**config.mk**
```make
export PLATFORM = sky130hd
export DESIGN_NAME = weekly_alarm_scheduler
export DESIGN_NICKNAME = d
export VERILOG_FILES = /design/src/rtl/core/was_pkg.sv /design/src/rtl/core/weekly_alarm_scheduler.sv
export SDC_FILE = /design/constraint.sdc
export NUM_CORES = 1
export LEC_CHECK = 0
export ABC_AREA = 1
export BUFFER_PORTS_ARGS = -buffer_cell sky130_fd_sc_hd__buf_2
export CAP_MARGIN = 10
export CORE_MARGIN = 3
export CORE_UTILIZATION = 60
export CTS_BUF_LIST = sky130_fd_sc_hd__clkbuf_8
export CTS_CLUSTER_DIAMETER = 150
export DETAILED_ROUTE_END_ITERATION = 12
export PLACE_DENSITY = 0.79
export SYNTH_ARGS = -nofsm -noshare
export SYNTH_HDL_FRONTEND = slang
export SYNTH_SLANG_ARGS = --single-unit
```
**constraint.sdc**
```tcl
create_clock -name clk -period 7.1 [get_ports clk]
set_clock_uncertainty 0.05 [all_clocks]
set_input_delay 0.71 -clock clk [delete_from_list [all_inputs] [get_ports clk]]
set_output_delay 0.71 -clock clk [all_outputs]
set_load 0.02 [all_outputs]
```
**src/rtl/core/was_pkg.sv**
```systemverilog
// weekly alarm scheduler package: item structs, opcodes and minute arithmetic
// used by the top level; depends on nothing
`timescale 1ns / 1ps

package was_pkg;

	localparam int NUM_ALARMS = 5;
	localparam int ALARM_W    = 19;
	localparam int CFG_IDX_W  = 3;
	localparam int MIN_W      = 14;
	localparam int DIFF_W     = 16;

	localparam logic [DIFF_W-1:0] MIN_PER_WEEK   = DIFF_W'(10080);
	localparam logic [DIFF_W-1:0] MIN_PER_2WEEKS = DIFF_W'(20160);

	// opcodes of the input item
	localparam logic [1:0] OP_TICK      = 2'd0;
	localparam logic [1:0] OP_RECOMPUTE = 2'd1;
	localparam logic [1:0] OP_STOP      = 2'd2;

	// alarm register packing
	localparam int A_MIN_LO  = 0;
	localparam int A_HOUR_LO = 6;
	localparam int A_MASK_LO = 11;
	localparam int A_EN_BIT  = 18;

	typedef struct packed {
		logic [1:0] opcode;
		logic [4:0] current_hour;
		logic [5:0] current_minute;
		logic [5:0] current_second;
		logic [2:0] current_weekday;
	} in_item_t;

	typedef struct packed {
		logic       next_valid;
		logic [2:0] next_index;
		logic [2:0] next_weekday;
		logic       ringing;
		logic       start_tone;
		logic       stop_tone;
	} out_item_t;

	// minutes at the start of a weekday, weekday seven included
	function automatic logic [MIN_W-1:0] day_minutes(input logic [2:0] d);
		logic [MIN_W-1:0] r;
		begin
			case (d)
				3'd0:    r = MIN_W'(0);
				3'd1:    r = MIN_W'(1440);
				3'd2:    r = MIN_W'(2880);
				3'd3:    r = MIN_W'(4320);
				3'd4:    r = MIN_W'(5760);
				3'd5:    r = MIN_W'(7200);
				3'd6:    r = MIN_W'(8640);
				default: r = MIN_W'(10080);
			endcase
			return r;
		end
	endfunction

	// hour times sixty as two shifts
	function automatic logic [10:0] hour_minutes(input logic [4:0] h);
		return {h, 6'b0} - {4'b0, h, 2'b0};
	endfunction

endpackage

```
**src/rtl/core/weekly_alarm_scheduler.sv**
```systemverilog
// weekly alarm scheduler top level: alarm registers, tick matcher and the
// sequenced scan over alarms and weekdays; depends on was_pkg
// a tick that neither loses its match nor needs a scan gives its item in the cycle
// after it is taken; a recompute, a stop or a tick that ends ringing runs the scan
// of 5 alarms x 7 weekdays through one shared distance unit, one candidate a cycle,
// through its two stages, then a drain state and a finish state that waits for the output.
// one item at a time: a new item is taken no earlier than the cycle in which
// the previous result item leaves; reset clears alarms, next alarm and ringing state
`timescale 1ns / 1ps

module weekly_alarm_scheduler
	import was_pkg::*;
(
	input  logic                 clk,
	input  logic                 arst_n,
	input  logic                 in_valid,
	output logic                 in_ready,
	input  in_item_t             in_item,
	output logic                 out_valid,
	input  logic                 out_ready,
	output out_item_t            out_item,
	input  logic                 cfg_valid,
	output logic                 cfg_ready,
	input  logic [CFG_IDX_W-1:0] cfg_index,
	input  logic [ALARM_W-1:0]   cfg_data
);

	localparam logic [1:0] ST_IDLE  = 2'd0;
	localparam logic [1:0] ST_SCAN  = 2'd1;
	localparam logic [1:0] ST_DRAIN = 2'd2;
	localparam logic [1:0] ST_FIN   = 2'd3;

	localparam logic [2:0] LAST_SLOT = 3'(NUM_ALARMS - 1);
	localparam logic [2:0] LAST_DAY  = 3'd6;

	logic [1:0]         state_q;
	logic [ALARM_W-1:0] alarm_q [NUM_ALARMS];
	logic               next_ok_q;
	logic [2:0]         next_slot_q;
	logic [2:0]         next_day_q;
	logic               ring_q;
	logic               out_valid_q;
	out_item_t          out_q;
	logic               stop_pend_q;
	logic [MIN_W-1:0]   now_q;

	// scan sequencer and pipeline
	logic [2:0]              slot_q;
	logic [2:0]              day_q;
	logic                    vld_s1;
	logic signed [DIFF_W-1:0] diff_s1;
	logic                    cval_s1;
	logic [2:0]              slot_s1;
	logic [2:0]              day_s1;
	logic                    found_q;
	logic [MIN_W-1:0]        best_q;
	logic [2:0]              best_slot_q;
	logic [2:0]              best_day_q;

	logic               in_fire;
	logic               out_free;
	logic [2:0]         rd_addr;
	logic [ALARM_W-1:0] rd_alarm;
	logic [7:0]         rd_mask8;
	logic               match_c;
	logic               ring_new_c;
	logic               tick_rescan_c;
	logic               start_scan_c;
	logic [MIN_W-1:0]   now_c;
	logic [MIN_W-1:0]   alarm_min_c;
	logic signed [DIFF_W-1:0] diff_c;
	logic signed [DIFF_W-1:0] wrap1_c;
	logic signed [DIFF_W-1:0] wrap2_c;
	logic [MIN_W-1:0]   dist_c;
	logic               better_c;
	logic               fin_go;

	assign out_free  = !out_valid_q || out_ready;
	assign in_ready  = (state_q == ST_IDLE) && out_free;
	assign in_fire   = in_valid && in_ready;
	assign cfg_ready = 1'b1;
	assign out_valid = out_valid_q;
	assign out_item  = out_q;
	assign fin_go    = (state_q == ST_FIN) && out_free;

	// single read port of the alarm registers: next alarm when idle, scan slot otherwise
	assign rd_addr  = (state_q == ST_IDLE) ? next_slot_q : slot_q;
	assign rd_alarm = alarm_q[rd_addr];
	assign rd_mask8 = {1'b0, rd_alarm[A_MASK_LO +: 7]};

	// tick match against the next alarm; weekday seven hits the zero bit
	assign match_c = next_ok_q && rd_mask8[in_item.current_weekday]
		&& (rd_alarm[A_HOUR_LO +: 5] == in_item.current_hour)
		&& (rd_alarm[A_MIN_LO +: 6] == in_item.current_minute);
	assign ring_new_c    = ring_q || (match_c && (in_item.current_second == 6'd0));
	assign tick_rescan_c = ring_new_c && !match_c;

	always_comb begin
		case (in_item.opcode)
			OP_TICK:      start_scan_c = tick_rescan_c;
			OP_RECOMPUTE: start_scan_c = 1'b1;
			OP_STOP:      start_scan_c = 1'b1;
			default:      start_scan_c = 1'b0;
		endcase
	end

	// now plus one minute
	assign now_c = day_minutes(in_item.current_weekday)
		+ MIN_W'(hour_minutes(in_item.current_hour))
		+ MIN_W'(in_item.current_minute) + MIN_W'(1);

	// stage 1: raw distance of the current candidate
	assign alarm_min_c = day_minutes(day_q)
		+ MIN_W'(hour_minutes(rd_alarm[A_HOUR_LO +: 5]))
		+ MIN_W'(rd_alarm[A_MIN_LO +: 6]);
	assign diff_c = $signed({2'b00, alarm_min_c}) - $signed({2'b00, now_q});

	// stage 2: wrap by up to two weeks, then compare with the best so far
	assign wrap1_c = diff_s1 + $signed(MIN_PER_WEEK);
	assign wrap2_c = diff_s1 + $signed(MIN_PER_2WEEKS);
	always_comb begin
		if (!diff_s1[DIFF_W-1]) begin
			dist_c = diff_s1[MIN_W-1:0];
		end else if (!wrap1_c[DIFF_W-1]) begin
			dist_c = wrap1_c[MIN_W-1:0];
		end else begin
			dist_c = wrap2_c[MIN_W-1:0];
		end
	end
	assign better_c = vld_s1 && cval_s1 && (!found_q || (dist_c < best_q));

	// control state
	always_ff @(posedge clk or negedge arst_n) begin
		if (!arst_n) begin
			state_q     <= ST_IDLE;
			next_ok_q   <= 1'b0;
			next_slot_q <= 3'd0;
			next_day_q  <= 3'd0;
			ring_q      <= 1'b0;
			out_valid_q <= 1'b0;
			slot_q      <= 3'd0;
			day_q       <= 3'd0;
			vld_s1      <= 1'b0;
			found_q     <= 1'b0;
			for (int i = 0; i < NUM_ALARMS; i++) begin
				alarm_q[i] <= '0;
			end
		end else begin
			// configuration writes, indexes past the last alarm ignored
			if (cfg_valid && cfg_ready && (cfg_index < CFG_IDX_W'(NUM_ALARMS))) begin
				alarm_q[cfg_index] <= cfg_data;
			end

			if (out_valid_q && out_ready) begin
				out_valid_q <= 1'b0;
			end

			vld_s1 <= (state_q == ST_SCAN);
			if (better_c) begin
				found_q <= 1'b1;
			end

			unique case (state_q)
				ST_IDLE: begin
					if (in_fire) begin
						if (start_scan_c) begin
							state_q <= ST_SCAN;
							slot_q  <= 3'd0;
							day_q   <= 3'd0;
							found_q <= 1'b0;
							if (in_item.opcode != OP_RECOMPUTE) begin
								ring_q <= 1'b0;
							end
						end else begin
							out_valid_q <= 1'b1;
							if (in_item.opcode == OP_TICK) begin
								ring_q <= ring_new_c;
							end
						end
					end
				end
				ST_SCAN: begin
					if (day_q == LAST_DAY) begin
						day_q <= 3'd0;
						if (slot_q == LAST_SLOT) begin
							state_q <= ST_DRAIN;
						end else begin
							slot_q <= slot_q + 3'd1;
						end
					end else begin
						day_q <= day_q + 3'd1;
					end
				end
				ST_DRAIN: begin
					state_q <= ST_FIN;
				end
				ST_FIN: begin
					if (fin_go) begin
						state_q     <= ST_IDLE;
						out_valid_q <= 1'b1;
						next_ok_q   <= found_q;
						next_slot_q <= found_q ? best_slot_q : 3'd0;
						next_day_q  <= found_q ? best_day_q : 3'd0;
						slot_q      <= 3'd0;
					end
				end
				default: begin
					state_q <= ST_IDLE;
				end
			endcase
		end
	end

	// payload registers
	always_ff @(posedge clk) begin
		// scan stage 1 capture
		diff_s1 <= diff_c;
		cval_s1 <= rd_alarm[A_EN_BIT] && rd_mask8[day_q];
		slot_s1 <= slot_q;
		day_s1  <= day_q;

		// best candidate so far
		if (better_c) begin
			best_q      <= dist_c;
			best_slot_q <= slot_s1;
			best_day_q  <= day_s1;
		end

		if (in_fire) begin
			now_q       <= now_c;
			stop_pend_q <= (in_item.opcode != OP_RECOMPUTE) && ring_q;
			if (!start_scan_c) begin
				out_q.next_valid   <= next_ok_q;
				out_q.next_index   <= next_slot_q;
				out_q.next_weekday <= next_day_q;
				out_q.stop_tone    <= 1'b0;
				if (in_item.opcode == OP_TICK) begin
					out_q.ringing    <= ring_new_c;
					out_q.start_tone <= ring_new_c && !ring_q;
				end else begin
					out_q.ringing    <= ring_q;
					out_q.start_tone <= 1'b0;
				end
			end
		end

		// result item of a scan
		if (fin_go) begin
			out_q.next_valid   <= found_q;
			out_q.next_index   <= found_q ? best_slot_q : 3'd0;
			out_q.next_weekday <= found_q ? best_day_q : 3'd0;
			out_q.ringing      <= ring_q;
			out_q.start_tone   <= 1'b0;
			out_q.stop_tone    <= stop_pend_q;
		end
	end

endmodule

```
# Word level (Yosys, flattened, before mapping)

Cells that the tools add are included.

$add $sub $neg: 12
Magnitude comparators: 7
Equality and inequality tests: 29
Mux-type cells: 48
Bitwise logic cells: 3
Reduce and logical (&&, ||, !) cells: 40

Operators with widths:

| kind                   | count |
|---|---|
| $pmux 14 s7            | 2 |
| $bwmux 95              | 1 |
| $bmux 19 s3            | 1 |
| $demux 19 s3           | 1 |
| $mux 19                | 3 |
| $mux 10                | 3 |
| $add 14x11->14         | 2 |
| $add 14x6->14          | 2 |
| $mux 14                | 2 |
| $mux 3                 | 9 |
| $sub 11x7->11          | 2 |
| $eq 3x3->1 const B     | 7 |
| $add 15x15->16 const B | 1 |
| $logic_and 1x1->1      | 16 |
| $sub 14x14->15         | 1 |
| $add 14x1->14 const B  | 1 |
| $add 14x13->14 const B | 1 |
| $lt 14x14->1           | 1 |
| $mux 1                 | 13 |
| $eq 3x2->1 const B     | 4 |
| $mux 2                 | 6 |
| $ne 2x1->1 const B     | 5 |
| $pmux 3 s3             | 1 |
| $ge 4x4->1 const B     | 2 |
| other kinds (29)       | 52 |

Flip-flop bits (word level): 181
Bits of input ports: 49
Output and inout bits: 13
Logic and storage cells: 169

# Longest topological paths before layout

Depth in word-level cells: 18
Gate-level depth with buffers: 35

# Worst setup path after synthesis

OpenSTA, ideal clock, no wires.

Kind: reg2reg
Start: reg state_q[0]
End: reg diff_s1[13]
Setup time: 0.072 ns
Arrival: 4.720 ns
Setup slack: 2.258 ns
Stages on the path, launching flop included: 30
Path buffers: 3
Cell sequence: dfrtp_1 > inv_1 > ha_1 > buf_6 > o21ai_2 > buf_4 > buf_4 > nand3_1 > nand2_1 > nand2_1 > nand2_1 > inv_1 > ha_1 > nand4_1 > o21ai_0 > xor2_1 > ha_1 > ha_1 > inv_1 > o21bai_1 > a21oi_1 > o21ai_0 > a21o_1 > a21oi_1 > xor2_1 > ha_1 > a21oi_1 > o21ai_0 > a221oi_1 > xnor2_1

Cells in the longest elaborated chain, start to end: 10

RTL lines:

| item                                          | RTL line                      | text |
|---|---|---|
| start, declared                               | weekly_alarm_scheduler.sv:36  | `logic [1:0] state_q;` |
| start signal, assigned                        | weekly_alarm_scheduler.sv:135 | `state_q <= ST_IDLE;` |
| start signal, assigned                        | weekly_alarm_scheduler.sv:167 | `state_q <= ST_SCAN;` |
| start signal, assigned                        | weekly_alarm_scheduler.sv:186 | `state_q <= ST_DRAIN;` |
| $logic_not 2->1 *                             | weekly_alarm_scheduler.sv:87  | `assign rd_addr = (state_q == ST_IDLE) ? next_slot_q : slot_q;` |
| $mux 3 *                                      | weekly_alarm_scheduler.sv:87  |  |
| $not 3->4 (implied by the code) *             | weekly_alarm_scheduler.sv:88  | `assign rd_alarm = alarm_q[rd_addr];` |
| $bmux 19 s3 *                                 | weekly_alarm_scheduler.sv:88  |  |
| $mux 19 (implied by the code) * (2 in series) | weekly_alarm_scheduler.sv:88  |  |
| $sub 11x7->11                                 | was_pkg.sv:64                 | `return {h, 6'b0} - {4'b0, h, 2'b0};` |
| $add 14x11->14                                | weekly_alarm_scheduler.sv:114 | `+ MIN_W'(hour_minutes(rd_alarm[A_HOUR_LO +: 5]))` |
| $add 14x6->14 *                               | weekly_alarm_scheduler.sv:115 | `+ MIN_W'(rd_alarm[A_MIN_LO +: 6]);` |
| $sub 14x14->15 *                              | weekly_alarm_scheduler.sv:116 | `assign diff_c = $signed({2'b00, alarm_min_c}) - $signed({2'b00, now_q});` |
| net diff_c[13]                                | weekly_alarm_scheduler.sv:71  | `logic signed [DIFF_W-1:0] diff_c;` |
| end signal, assigned                          | weekly_alarm_scheduler.sv:217 | `diff_s1 <= diff_c;` |
| end, declared                                 | weekly_alarm_scheduler.sv:51  | `logic signed [DIFF_W-1:0] diff_s1;` |

The timed path passes the listed nets; every way through them passes the cells marked *. The select of a mux whose other input is x is not followed.
A chain may end at the register's enable or synchronous reset.

# Worst setup path after layout

Same ends and word-level chain as after synthesis.

==> flow_summary.yaml <==
timing:
  slew_headroom: 0.2183
  rsz0062_at_grt: "no"
  worst_pin_slew_ns: 1.170
  hold_violations: 0
  finalWorstSetupSlack_ns: 0.9415
  period_minus_slack_ns: 6.159
  tns_ns: 0
  fmax_mhz: 162.4
  finalSetupViolations: 0
  drv_slew: 0
  period_share: 0.8674
run_status:
  status: "completed"
place:
  gp_congestion: 0.9574
  dpl_cell_area_sq_um: 10900
  place_ws_ns: 1.091
  port_buffers: 60
  dpl.hpwl_mm: 17.36
hold_path:
  hp-class: "in -> async"
floorplan:
  ioPinCount: 62
  die_w_um: 138.4
  dieArea_sq_um: 19140
  start_util: 0.6227
  core.rowCount: 47
  core_area_sq_um: 16880
  dieHeight_um: 138.4
synth:
  ys.flop_type: "dfrtp_1"
  synth_area_leaders: "dfrtp_1 (27%), edfxtp_1 (13%), nand2_1 (12%)"
  yosys.cell_types.count: 46
  synth-seq-cells: 181
  ys_warn_count: 0
  synth_edf_count: 44
  yosysTopAreaCellShare: 0.2714
  synth_top_area_cell: "dfrtp_1"
  avgSynthCellArea_sq_um: 8.205
  yosysMostFrequentCell: "nand2_1"
  yosys-top-cells-count: "nand2_1 (337), inv_1 (151), nand3_1 (134)"
  syn-cell-area_sq_um: 10510
  syn_inst: 1281
  async_flop_share: 0.6298
  ys_seq_area_frac: 0.4410
  syn_nets: 1415
final_layout:
  area_growth_syn_to_layout_pct: 8.048
  n_antenna_cell: 0
  drive_gt1_frac: 0.09274
  nFillCells: 1374
  postLayoutCellArea_sq_um: 11360
  final_nets: 1458
route:
  via_count: 8621
  firstDrtPassIters: 7
  drtIter0Drc: 590
  drc_errors: 0
  ant_nets: 0
  routed_wl_mm: 23.45
  wl_per_cell_um: 15.06
  via_per_inst: 5.537
critical_path:
  cp-end-kind: "register"
  reg2reg_depth: 29
  slowest_stage: "nand2_1"
  slowest_delay_ns: 0.54
  arrival_ns: 6.51
  r2r-start: "state_q[0]"
  r2r_setup_slack_ns: 0.94
  critPathRequiredTime_ns: 7.45
  worstSetupStartpointType: "register"
  path_max_fanout: 25
  timing.rr.end: "diff_s1[13]"
  path_common_cell: "nand2_1"
  critPathKind: "reg -> reg"
grt:
  grt_pass1_wl_mm: 39.81
  grt-ovfl-total: 0
  antenna_found_initial: 0
  grt_max_degree: 68
  track_usage: 0.2502
  grt_pass1_vias: 8355
run:
  drv_cap: 0
clock_network:
  cts_tree: "done"
  h-tree-depth: 4
  cts_num_sinks: 181
  clk_latency_ns: 0.47
  cts_setup_buffers: 0
  holdBufCountCts: 0
  cts_inserted_buffers: 17
  path_clk_slew_ns: 0.10
  clockBufferDepth: 2
  cts_resized: 0
  cts_root_buffer: "clkbuf_8"
layer usage:
metal / track usage / wire length (um) / up-vias
li1: - / - / 4297
met1: 0.3370 / 10310 / 4009
met2: 0.4119 / 11170 / 276
met3: 0.04731 / 1522 / 39
met4: 0.08164 / 438 / 0
met5: 0 / 0 / -
cells by family after synthesis:
logic type      share of synthesized area
simple gates                       0.2293
compound gates                     0.1052
buf+inv                           0.07762
flops                              0.4410
fa+ha+maj                          0.1040
xor+xnor                          0.04250
other cells                     0.0003568
metrics by stage:
stage                     std cells  hold slack, ns  utilization
final                          1557          0.1840       0.6728
after global routing           1557          0.2134       0.6728
after CTS                      1556          0.2017       0.6712
after detailed placement       1524          0.3387       0.6461
after global placement         1524          0.3364       0.6461
after floorplan                1281          0.2954            -
worst max-delay path: cells and delay by family (launching register included):
family | cells | cell delay [ns]
flip-flops | 1 | 0.44
buffers and inverters | 4 | 0.34
AO/OA/AOI/OAI | 7 | 1.34
XOR/XNOR | 3 | 0.51
adder cells (fa/ha/maj) | 5 | 1.78
AND/OR/NAND/NOR | 10 | 1.60
registers in the layout (all words and copies together) (netlist names), 10 cells and up:
name	cells
alarm_q	95
now_q	14
best_q	14
out_item	10
diff_s1	15
area by class of cell:
type                    count  area, sq um  share of cell area
inverters                 152        575.6             0.05068
clock inverters            15        190.2             0.01675
clock buffers              17        234.0             0.02060
well taps                 220        275.3             0.02424
flip-flops and latches    181         4634              0.4081
multi-input cells         904         5064              0.4459
repair buffers             68        382.9             0.03372
worst max path at each step:
stage	startpoint	end	slack (ns)
6_report	state_q[0]	diff_s1[13]	0.94
5_1_grt	state_q[0]	diff_s1[13]	0.48
3_5_place_dp	state_q[0]	diff_s1[13]	1.09
3_3_place_gp	state_q[0]	diff_s1[13]	1.31
4_1_cts	state_q[0]	diff_s1[13]	1.04
2_1_floorplan	state_q[0]	diff_s1[13]	2.26
placed cells by master, fill, tap and decap left out, drive strengths merged, types with 4 or more instances in the layout:
cell type | Yosys | layout
ha | 81 | 81
nand4 | 8 | 8
a221oi | 4 | 4
inv | 152 | 158
nand2 | 348 | 348
buf | 19 | 68
a21oi | 47 | 47
clkbuf | 25 | 17
nor3 | 6 | 6
o21ai | 137 | 137
dfxtp | 23 | 23
xnor2 | 7 | 7
xor2 | 44 | 44
clkinv | 0 | 4
nand3 | 137 | 137
fa | 4 | 4
dfrtp | 114 | 114
edfxtp | 44 | 44
nor2 | 57 | 57
Power is not shown: default switching activity piles up to over one toggle a cycle in this logic, so the estimate is an artifact.
